**config.mk**
```make
export PLATFORM = sky130hd
export DESIGN_NAME = table_search_engine_unit
export DESIGN_NICKNAME = d
export VERILOG_FILES = /design/src/hw/rtl/tse_pkg.sv /design/src/hw/rtl/tse_ctrl.sv /design/src/hw/rtl/tse_datapath.sv /design/src/hw/rtl/table_search_engine_unit.sv
export SDC_FILE = /design/constraint.sdc
export NUM_CORES = 2
export LEC_CHECK = 0
export BUFFER_PORTS_ARGS = -buffer_cell sky130_fd_sc_hd__buf_4
export CORE_MARGIN = 1
export CORE_UTILIZATION = 50
export CTS_CLUSTER_SIZE = 24
export DETAILED_ROUTE_END_ITERATION = 10
export PLACE_DENSITY = 0.65
export SYNTH_ARGS = -nofsm -noshare
export SYNTH_HDL_FRONTEND = slang
export SYNTH_SLANG_ARGS = --single-unit
export TNS_END_PERCENT = 5
```
**constraint.sdc**
```tcl
create_clock -name clk -period 7.2 [get_ports clk]
set_input_delay 1.44 -clock clk [delete_from_list [all_inputs] [get_ports clk]]
set_output_delay 1.44 -clock clk [all_outputs]
set_load 0.1 [all_outputs]
```
**src/hw/rtl/tse_pkg.sv**
```systemverilog
// shared types and constants of the table search engine
package tse_pkg;

    localparam int VALUE_W    = 32;
    localparam int ENTRY_IDX_W = 5;
    localparam int POS_W      = 6;
    localparam int MODE_W     = 2;
    localparam int LEN_W      = 6;
    localparam int CFG_IDX_W  = 1;
    localparam int CFG_DATA_W = 6;
    // signed bound width: holds -1 up to the largest length
    localparam int BOUND_W    = 7;

    localparam logic [MODE_W-1:0] MODE_LINEAR = 2'd0;
    localparam logic [MODE_W-1:0] MODE_EXACT  = 2'd1;
    localparam logic [MODE_W-1:0] MODE_LBOUND = 2'd2;

    localparam logic [CFG_IDX_W-1:0] REG_SEARCH_MODE  = 1'd0;
    localparam logic [CFG_IDX_W-1:0] REG_TABLE_LENGTH = 1'd1;

    localparam logic FUNC_LOAD   = 1'b0;
    localparam logic FUNC_SEARCH = 1'b1;

    typedef struct packed {
        logic                      func;
        logic [ENTRY_IDX_W-1:0]    entry_index;
        logic signed [VALUE_W-1:0] entry_value;
        logic signed [VALUE_W-1:0] search_key;
    } request_t;

    typedef struct packed {
        logic [POS_W-1:0] position;
        logic             found;
    } result_t;

    typedef enum logic [2:0] {
        S_IDLE,
        S_LIN,
        S_BPROBE,
        S_BCMP,
        S_LBREAD,
        S_LBCHK
    } state_t;

    typedef enum logic [1:0] {
        RD_ZERO,
        RD_PTR_NEXT,
        RD_MID,
        RD_HI
    } rd_sel_t;

    typedef enum logic [1:0] {
        RES_LIN_MISS,
        RES_LIN_HIT,
        RES_EXACT,
        RES_LBOUND
    } res_sel_t;

    typedef struct packed {
        logic     load;
        logic     init;
        logic     lin_adv;
        logic     bin_probe;
        logic     bin_update;
        logic     finish;
        rd_sel_t  rd_sel;
        res_sel_t res_sel;
    } dp_cmd_t;

    typedef struct packed {
        logic is_linear;
        logic is_exact;
        logic lin_end;
        logic key_eq;
        logic exact_done;
        logic lb_done;
    } dp_stat_t;

endpackage

```
**src/hw/rtl/tse_ctrl.sv**
```systemverilog
// search sequencer: state machine that drives the datapath
module tse_ctrl (
    input  logic              clk,
    input  logic              rst_n,
    input  logic              start,
    input  logic              func,
    input  tse_pkg::dp_stat_t stat,
    output tse_pkg::dp_cmd_t  cmd,
    output logic              busy
);
    import tse_pkg::*;

    state_t state_reg;
    state_t state_next;
    logic   accept;

    assign busy   = (state_reg != S_IDLE);
    assign accept = start && (state_reg == S_IDLE);

    always_ff @(posedge clk or negedge rst_n)
    begin
        if (!rst_n)
        begin
            state_reg <= S_IDLE;
        end
        else
        begin
            state_reg <= state_next;
        end
    end

    always_comb
    begin
        state_next = state_reg;
        unique case (state_reg)
            S_IDLE:
            begin
                if (accept && func == FUNC_SEARCH)
                begin
                    if (stat.is_linear)
                        state_next = S_LIN;
                    else
                        state_next = S_BPROBE;
                end
            end
            S_LIN:
            begin
                if (stat.lin_end || stat.key_eq)
                    state_next = S_IDLE;
            end
            S_BPROBE:
                state_next = S_BCMP;
            S_BCMP:
            begin
                if (stat.is_exact)
                begin
                    state_next = stat.exact_done ? S_IDLE : S_BPROBE;
                end
                else
                begin
                    state_next = stat.lb_done ? S_LBREAD : S_BPROBE;
                end
            end
            S_LBREAD:
                state_next = S_LBCHK;
            S_LBCHK:
                state_next = S_IDLE;
            default:
                state_next = S_IDLE;
        endcase
    end

    always_comb
    begin
        cmd = '{load: 1'b0, init: 1'b0, lin_adv: 1'b0, bin_probe: 1'b0,
                bin_update: 1'b0, finish: 1'b0, rd_sel: RD_ZERO,
                res_sel: RES_LIN_MISS};
        unique case (state_reg)
            S_IDLE:
            begin
                // address zero is read here so a linear scan starts at once
                cmd.rd_sel = RD_ZERO;
                cmd.load   = accept && func == FUNC_LOAD;
                cmd.init   = accept && func == FUNC_SEARCH;
            end
            S_LIN:
            begin
                cmd.rd_sel = RD_PTR_NEXT;
                if (stat.lin_end)
                begin
                    cmd.finish  = 1'b1;
                    cmd.res_sel = RES_LIN_MISS;
                end
                else if (stat.key_eq)
                begin
                    cmd.finish  = 1'b1;
                    cmd.res_sel = RES_LIN_HIT;
                end
                else
                begin
                    cmd.lin_adv = 1'b1;
                end
            end
            S_BPROBE:
            begin
                cmd.rd_sel    = RD_MID;
                cmd.bin_probe = 1'b1;
            end
            S_BCMP:
            begin
                cmd.bin_update = 1'b1;
                if (stat.is_exact && stat.exact_done)
                begin
                    cmd.finish  = 1'b1;
                    cmd.res_sel = RES_EXACT;
                end
            end
            S_LBREAD:
            begin
                cmd.rd_sel = RD_HI;
            end
            S_LBCHK:
            begin
                cmd.finish  = 1'b1;
                cmd.res_sel = RES_LBOUND;
            end
            default:
            begin
                cmd.rd_sel = RD_ZERO;
            end
        endcase
    end

endmodule

```
**src/hw/rtl/tse_datapath.sv**
```systemverilog
// table memory, config registers, bounds, compare and result registers
module tse_datapath #(
    parameter int TABLE_DEPTH = 32
) (
    input  logic                              clk,
    input  logic                              rst_n,
    input  tse_pkg::request_t                 request,
    input  logic                              cfg_wr_en,
    input  logic [tse_pkg::CFG_IDX_W-1:0]     cfg_index,
    input  logic [tse_pkg::CFG_DATA_W-1:0]    cfg_data,
    input  tse_pkg::dp_cmd_t                  cmd,
    output tse_pkg::dp_stat_t                 stat,
    output tse_pkg::result_t                  result,
    output logic                              done
);
    import tse_pkg::*;

    localparam int AW    = (TABLE_DEPTH > 1) ? $clog2(TABLE_DEPTH) : 1;
    localparam int N_MAX = (TABLE_DEPTH < 63) ? TABLE_DEPTH : 63;

    logic [VALUE_W-1:0]        mem [TABLE_DEPTH];
    logic signed [VALUE_W-1:0] rd_data_reg;
    logic [AW-1:0]             rd_addr;
    logic [POS_W-1:0]          rd_idx;
    logic                      wr_ok;

    logic [MODE_W-1:0]         search_mode_reg;
    logic [LEN_W-1:0]          table_length_reg;
    logic [POS_W-1:0]          n_eff;

    logic signed [VALUE_W-1:0] key_reg;
    logic [POS_W-1:0]          n_reg;
    logic [POS_W-1:0]          ptr_reg;
    logic [POS_W-1:0]          ptr_next;
    logic signed [BOUND_W-1:0] lo_reg;
    logic signed [BOUND_W-1:0] lo_next;
    logic signed [BOUND_W-1:0] lo_upd;
    logic signed [BOUND_W-1:0] hi_reg;
    logic signed [BOUND_W-1:0] hi_next;
    logic signed [BOUND_W-1:0] hi_upd;
    logic [POS_W-1:0]          m_reg;
    logic [BOUND_W:0]          sum;
    logic [POS_W-1:0]          mid;
    logic signed [BOUND_W-1:0] m_ext;
    logic                      key_gt;
    logic                      key_eq;

    result_t                   result_reg;
    result_t                   result_next;
    logic                      done_reg;

    // config registers
    always_ff @(posedge clk or negedge rst_n)
    begin
        if (!rst_n)
        begin
            search_mode_reg  <= MODE_LINEAR;
            table_length_reg <= LEN_W'(1);
        end
        else if (cfg_wr_en)
        begin
            unique case (cfg_index)
                REG_SEARCH_MODE:  search_mode_reg  <= cfg_data[MODE_W-1:0];
                REG_TABLE_LENGTH: table_length_reg <= cfg_data[LEN_W-1:0];
                default:          ;
            endcase
        end
    end

    // zero length acts as one, oversize saturates to the depth
    always_comb
    begin
        if (table_length_reg == '0)
            n_eff = POS_W'(1);
        else if (32'(table_length_reg) > 32'(N_MAX))
            n_eff = POS_W'(N_MAX);
        else
            n_eff = table_length_reg;
    end

    // table memory, one write and one registered read per cycle
    assign wr_ok = 32'(request.entry_index) < 32'(TABLE_DEPTH);

    always_comb
    begin
        sum = {lo_reg[BOUND_W-1], lo_reg} + {hi_reg[BOUND_W-1], hi_reg};
        mid = sum[POS_W:1];
        case (cmd.rd_sel)
            RD_ZERO:     rd_idx = '0;
            RD_PTR_NEXT: rd_idx = ptr_reg + POS_W'(1);
            RD_MID:      rd_idx = mid;
            RD_HI:       rd_idx = hi_reg[POS_W-1:0];
            default:     rd_idx = '0;
        endcase
        rd_addr = AW'(rd_idx);
    end

    always_ff @(posedge clk)
    begin
        if (cmd.load && wr_ok)
            mem[AW'(request.entry_index)] <= request.entry_value;
        rd_data_reg <= mem[rd_addr];
    end

    // compare against the entry read last cycle
    assign key_gt = key_reg > rd_data_reg;
    assign key_eq = key_reg == rd_data_reg;
    assign m_ext  = $signed({1'b0, m_reg});

    // bounds after a binary compare, also used for the loop exit tests
    always_comb
    begin
        lo_upd = lo_reg;
        hi_upd = hi_reg;
        if (key_gt)
            lo_upd = m_ext + BOUND_W'(1);
        else if (search_mode_reg == MODE_EXACT)
            hi_upd = m_ext - BOUND_W'(1);
        else
            hi_upd = m_ext;
    end

    always_comb
    begin
        ptr_next = ptr_reg;
        lo_next  = lo_reg;
        hi_next  = hi_reg;
        if (cmd.init)
        begin
            ptr_next = '0;
            lo_next  = '0;
            hi_next  = $signed({1'b0, n_eff}) - BOUND_W'(1);
        end
        else if (cmd.lin_adv)
        begin
            ptr_next = ptr_reg + POS_W'(1);
        end
        else if (cmd.bin_update)
        begin
            lo_next = lo_upd;
            hi_next = hi_upd;
        end
    end

    always_ff @(posedge clk)
    begin
        if (cmd.init)
        begin
            key_reg <= request.search_key;
            n_reg   <= n_eff;
        end
        if (cmd.bin_probe)
            m_reg <= mid;
    end

    always_ff @(posedge clk or negedge rst_n)
    begin
        if (!rst_n)
        begin
            ptr_reg <= '0;
            lo_reg  <= '0;
            hi_reg  <= '0;
        end
        else
        begin
            ptr_reg <= ptr_next;
            lo_reg  <= lo_next;
            hi_reg  <= hi_next;
        end
    end

    always_comb
    begin
        stat.is_linear  = (search_mode_reg != MODE_EXACT) &&
                          (search_mode_reg != MODE_LBOUND);
        stat.is_exact   = (search_mode_reg == MODE_EXACT);
        stat.lin_end    = (ptr_reg == n_reg);
        stat.key_eq     = key_eq;
        stat.exact_done = key_eq || (lo_upd > hi_upd);
        stat.lb_done    = !(lo_upd < hi_upd);
    end

    // result register and one-cycle strobe
    always_comb
    begin
        result_next = result_reg;
        if (cmd.finish)
        begin
            case (cmd.res_sel)
                RES_LIN_MISS: result_next = '{position: n_reg, found: 1'b0};
                RES_LIN_HIT:  result_next = '{position: ptr_reg, found: 1'b1};
                RES_EXACT:    result_next = '{position: m_reg, found: key_eq};
                RES_LBOUND:   result_next = '{position: hi_reg[POS_W-1:0],
                                              found: key_eq};
                default:      result_next = result_reg;
            endcase
        end
    end

    always_ff @(posedge clk)
    begin
        result_reg <= result_next;
    end

    always_ff @(posedge clk or negedge rst_n)
    begin
        if (!rst_n)
            done_reg <= 1'b0;
        else
            done_reg <= cmd.finish;
    end

    assign result = result_reg;
    assign done   = done_reg;

endmodule

```
**src/hw/rtl/table_search_engine_unit.sv**
```systemverilog
// top level of the table search engine: sequencer plus datapath
//
// A load request (func 0) writes one table entry in the cycle it is taken and
// gives no result. A search request (func 1) gives one result on result,
// marked by done high for a single cycle; the receiver cannot stall it, so
// it must take every result as it comes. start is taken only while busy is
// low. The table has a single read port whose data is registered, so a linear
// search reads one entry per cycle and ends early on a hit. Each binary probe
// first reads the middle entry, then compares and updates the bounds; a lower
// bound search ends with a read of the entry at the final bound. Write the
// configuration registers only while busy is low and no result is pending.
module table_search_engine_unit #(
    parameter int TABLE_DEPTH = 32
) (
    input  logic                              clk,
    input  logic                              rst_n,
    input  logic                              start,
    output logic                              busy,
    input  tse_pkg::request_t                 request,
    input  logic                              cfg_wr_en,
    input  logic [tse_pkg::CFG_IDX_W-1:0]     cfg_index,
    input  logic [tse_pkg::CFG_DATA_W-1:0]    cfg_data,
    output logic                              done,
    output tse_pkg::result_t                  result
);
    import tse_pkg::*;

    dp_cmd_t  cmd;
    dp_stat_t stat;

    tse_ctrl u_ctrl (
        .clk   (clk),
        .rst_n (rst_n),
        .start (start),
        .func  (request.func),
        .stat  (stat),
        .cmd   (cmd),
        .busy  (busy)
    );

    tse_datapath #(
        .TABLE_DEPTH (TABLE_DEPTH)
    ) u_datapath (
        .clk       (clk),
        .rst_n     (rst_n),
        .request   (request),
        .cfg_wr_en (cfg_wr_en),
        .cfg_index (cfg_index),
        .cfg_data  (cfg_data),
        .cmd       (cmd),
        .stat      (stat),
        .result    (result),
        .done      (done)
    );

endmodule

```
# Word level (Yosys, flattened, before mapping)
# Memories as Yosys holds them, arrays and structs flattened. A register that Yosys moved wholly into a read port is not among the register bits.
# Cells that the tools add are included.
[totals] wordCells=100 mem_bits_rw=1024 mem_count=1 regBits=83 inputBits=81
[classes] n_reduce_logical=18 bitwise=2 order_cmp=4 n_eq_ne=19 n_mux=39 addsub=5
[mem_list] name="u_datapath.mem" depth=32 word_bits=32 read_ports=1 rd_clocked_by_memory_dff=1 wr=1 line="tse_datapath.sv:21" rtl="logic [VALUE_W-1:0] mem [TABLE_DEPTH];"
[ops] cell="$mux W7" n=9
[ops] cell="$eq A32 B32 Y1" n=1
[ops] cell="$gt A32 B32 Y1" n=1
[ops] cell="$pmux W7 S4" n=1
[ops] cell="$mux W6" n=4
[ops] cell="$pmux W5 S4" n=1
[ops] cell="$pmux W3 S5" n=1
[ops] cell="$sub A6 B1 Y7 const B" n=2
[ops] cell="$mux W3" n=4
[ops] cell="$pmux W2 S3" n=2
[ops] cell="$mux W1" n=11
[ops] cell="$mux W2" n=5
[ops] cell="$eq A2 B2 Y1 const B" n=4
[ops] cell="$reduce_and A2 Y1" n=4
[ops] cell="$add A6 B1 Y7 const B" n=1
[ops] cell="$add A7 B7 Y7" n=1
[ops] cell="$gt A7 B7 Y1" n=1
[ops] cell="$lt A7 B7 Y1" n=1
[ops] cell="$add A6 B1 Y6 const B" n=1
[ops] cell="$eq A2 B1 Y1 const B" n=3
[ops] cell="$eq A3 B2 Y1 const B" n=2
[ops] cell="$eq A3 B3 Y1 const B" n=2
[ops] cell="$eq A6 B6 Y1" n=1
[ops] cell="$gt A6 B6 Y1 const B" n=1
[ops] cell="other kinds (12)" n=23

# Depth between registers and ports, before layout
[depth] depth_word=10 ltp_mapped=21

# Hierarchy
# From an unflattened synthesis, not the netlist that was laid out.
[hier_totals] hier_cells=2310 hier_area_um2=45279.7
[by_module_without_submodules] module="tse_datapath" area_per_inst_um2=44951.9 cells_per_inst=2268 seq_area_each_um2=33648.5 n_inst=1
[by_module_without_submodules] module="tse_ctrl" area_per_inst_um2=327.8 cells_per_inst=42 seq_area_each_um2=75.1 n_inst=1

# Worst setup path before layout
# OpenSTA, ideal clock, no wires.
[synth_path] path_kind="flip-flop to flip-flop" startpoint="reg u_datapath.key_reg[10]" endpoint="reg u_datapath.result_reg (netlist bit u_datapath.result[0]) (enable)" path_stages_with_launch=21 t_arrival_ns=4.350 slack_ns=2.527 t_required_ns=6.876 synth_period_minus_slack_ns=4.673 path_buffers=1 path_cell_list="edfxtp_1 > ha_1 > a21oi_1 > nand2_1 > a221oi_2 > nor3b_2 > o311ai_1 > nand2_2 > buf_2 > nor4b_1 > a21oi_1 > ha_1 > and4_1 > nor3b_1 > and3_1 > a32oi_1 > and2_1 > o211a_4 > nor3_4 > or2_2 > a21o_1"
[synth_lines] item="start, declared" line="tse_datapath.sv:31" rtl="logic signed [VALUE_W-1:0] key_reg;"
[synth_lines] item="start signal, assigned" line="tse_datapath.sv:149" rtl="key_reg <= request.search_key;"
[synth_lines] item="end signal, assigned" line="tse_datapath.sv:202" rtl="result_reg <= result_next;"
[synth_lines] item="end, declared" line="tse_datapath.sv:48" rtl="result_t result_reg;"

==> impl_results.md <==
* Status: complete, no violations
* Setup TNS at 0 ns
* Cells on worst reg2reg path at 18
* Die H at 303 µm
* Tightest Pin Transition at 1.13 ns
* TritonCTS clock tree: done
* Critical Path Start: u_datapath.key_reg[31]
* Synth cell types at 71
* Final wirelength at 116 mm
* Worst EP arrival at 6.02 ns
* Logic pwr share at 0.410
* Initial DRC Count at 2960
* Sw Pwr at 8770 µW
* R2r startpoint: u_datapath.key_reg[31]
* Sequential area share after synthesis at 0.744
* Final cell count without fillers at 4278
* Share of cells above drive strength 1 at 0.167
* Maxcap violations at 0
* Hold path depth at 1
* Max reg flops at 1024
* CP startpoint kind: flop
* Synth warn at 0
* # DRC at 0
* Switching Share at 0.381
* Leak at 0.0172 µW
* CTS Sinks at 1139
* Area of the core at 89900 µm²
* Vias at 26000
* Vias in the first global route at 25600
* Maximum fanout along the worst path at 24
* Final number of setup-violating endpoints at 0
* Initial antenna violation count at 10
* Max VDD drop at 755 µV
* Die Wd at 303 µm
* Fin crit period at 5.68 ns
* Drt wl/cell at 27.2 µm
* Internal cell power at 14200 µW
* Max H-tree Level at 3
* Hold crit path type: reg2reg
* Crit end category: flop
* Number of CTS-inserted buffers at 112
* Die area at 91900 µm²
* Setup repair bufs after CTS at 0
* Syn_area_per_cell at 15.6 µm²
* Final hold vios at 0
* Area grow syn2layout at 13.3%
* Hold Buf Count CTS at 0
* Clk network pwr share at 0.255
* Peak Freq at 176 MHz
* # port buffers at 89
* First-pass GRT wire length at 170 mm
* Clock transition at path regs at 0.06 ns
* # IOs at 90
* Pwr Density at 448 nW/µm²
* Final Skew at 0.0292 ns
* Share of flip-flops with an asynchronous set or reset at 0.0281
* Rows at 110
* Largest net degree at the start of global routing at 160
* Seq pwr share at 0.335
* Yosys reg bits at 1139
* Multi-input combinational cell area at 11100 µm²
* Number of enable flip-flop cells after synthesis at 1075
* Total gr overflow at 0
* RSZ-0062 raised after global routing: no
* Finished Cell Area at 51400 µm²
* Deepest clock path buffer count at 3
* Initial core utilization at 0.504
* Nets at 3137
* HPWL Detailed at 67.1 mm
* Rel. slew slack at 0.243
* Root buf cell: clkbuf_16
* Synthesized instance count at 2907
* Fill count at 6795
* Synth area leaders: edfxtp_1 (71%), mux4_2 (6.2%), nand2_1 (3.7%), nand3_1 (3.4%), dfrtp_1 (1.7%)
* Hold Path Origin: u_datapath.search_mode_reg[1]
* Share of Yosys cell area claimed by the top area cell type at 0.712
* Placer Congestion at 0.854
* Post-Place Cells at 4069
* Power, Total at 23000 µW
* GRT Total Usage at 0.256
* Detailed Routing Iterations Pass 1 at 5
* CP Data Required Time at 7.54 ns
* Final Slew Violations at 0
* WS Path Type: reg2reg
* Placed Area at 47600 µm²
* Top_reg_cell synth: edfxtp_1
* Area leader, netlist: edfxtp_1
* Vias per cell at 6.08
* Worst-Skew Late Latency at 0.69 ns
* Routed Antenna Nets at 0
* Syn Nets at 3037
* Fin crit share at 0.789
* Netlist Area Pre-Place at 45300 µm²
* CTS resizes at 0
* Total area of sequential cells at 33700 µm²
## synthesized netlist by cell type, drive strengths merged, types with 4 or more instances
| cell type | number |
|---|---|
| a21o | 35 |
| a21oi | 126 |
| a221oi | 37 |
| a22oi | 5 |
| a2bb2oi | 4 |
| a31oi | 35 |
| and3 | 7 |
| buf | 73 |
| clkbuf | 85 |
| dfrtp | 31 |
| dfxtp | 32 |
| edfxtp | 1075 |
| ha | 48 |
| inv | 48 |
| mux2 | 12 |
| mux2i | 35 |
| mux4 | 125 |
| nand2 | 450 |
| nand2b | 8 |
| nand3 | 308 |
| nand4 | 11 |
| nor2 | 75 |
| nor2b | 76 |
| nor3 | 14 |
| nor3b | 4 |
| o21a | 5 |
| o21ai | 56 |
| o22ai | 7 |
| or2 | 4 |
| or3 | 6 |
| xnor2 | 22 |
| xor2 | 9 |
## critical path, stage by stage, from the launching register on
cell and delay, ns:
edfxtp_1 0.39, ha_1 0.40, nand4_2 0.20, nor4_4 0.45, nand3_2 0.29, o311ai_1 0.29, nand2_2 0.47, nor4b_1 0.40
a21oi_1 0.09, ha_1 0.36, and4_1 0.27, nor3b_1 0.28, and3_1 0.22, a32oi_1 0.10, and2_1 0.17, o211a_4 0.17
nor3_4 0.33, or2_2 0.19, a21o_1 0.28
## per-stage QoR
stage	hold WS, ns	utilization	worst slack [ns]
after floorplan	0.479	-	2.53
after global placement	0.495	0.530	1.87
after detailed placement	0.517	0.530	1.57
after CTS	0.530	0.572	1.55
after global routing	0.542	0.572	1.10
final	0.525	0.572	1.52
## cell type report
cell class / count / area share
antenna: 2 / 0.0000974
clock buffer: 130 / 0.0575
clock inverter: 77 / 0.0152
inverter: 48 / 0.00351
multi-input combinational: 1562 / 0.217
sequential: 1139 / 0.656
tap: 1176 / 0.0286
timing repair buffer: 144 / 0.0220
## layer usage
layer	global-route usage	vias up	share of wire
li1	-	11300	-
met1	0.369	13400	0.42
met2	0.408	1116	0.48
met3	0.0382	187	0.079
met4	0.0768	6	0.026
met5	0	-	0.00035
## logic make-up (layout without fill, tap and decap cells)
family,Yosys count,count (layout),synth area share
XOR/XNOR,31,31,0.00599
buffers and inverters,206,399,0.0182
other,0,2,0
multiplexers,172,172,0.0731
flip-flops,1139,1139,0.744
AO/OA/AOI/OAI,334,334,0.0467
adder cells (fa/ha/maj),49,49,0.0137
AND/OR/NAND/NOR,976,976,0.0985
## final timing paths
kind                                             endpoint  slack [ns]
max                                  u_datapath.result[6]        1.52
min                         u_datapath.search_mode_reg[1]        0.53
max reg2reg                          u_datapath.result[6]        1.52
min reg2reg                 u_datapath.search_mode_reg[1]        0.53
max in group asynchronous  u_datapath.table_length_reg[0]        6.12
min in group asynchronous            u_datapath.hi_reg[6]        0.72
## cell usage in the layout (no fill, tap or decap), types with 9 or more instances in the layout
cell type	netlist	routed
a31oi_1	35	35
mux2i_1	34	34
mux4_2	125	125
a21o_1	35	35
bufinv_16	0	14
mux2_2	12	12
o21ai_0	53	53
clkinv_1	0	27
ha_1	48	48
nand2_1	449	449
nor2_4	0	37
a21oi_1	126	126
xnor2_1	22	22
xor2_1	9	9
nor2b_1	76	76
nand3_1	307	305
clkinv_2	0	24
inv_1	48	47
clkbuf_1	85	12
dfrtp_1	31	31
nor2_1	75	38
clkbuf_16	0	114
nand4_1	10	10
nor3_1	12	12
dfxtp_1	32	32
a221oi_1	36	36
buf_4	0	140
edfxtp_1	1075	1075
## power groups by stage
stage / Clock (µW) / Sequential [µW] / Combinational [µW]
after global routing: 6210 / 7720 / 10200
after floorplan: 0 / 7800 / 6360
after global placement: 0 / 7830 / 9340
final: 5880 / 7700 / 9430
after detailed placement: 0 / 7840 / 9450
after CTS: 5950 / 7700 / 9490
Power figures use the tool's default switching activity.
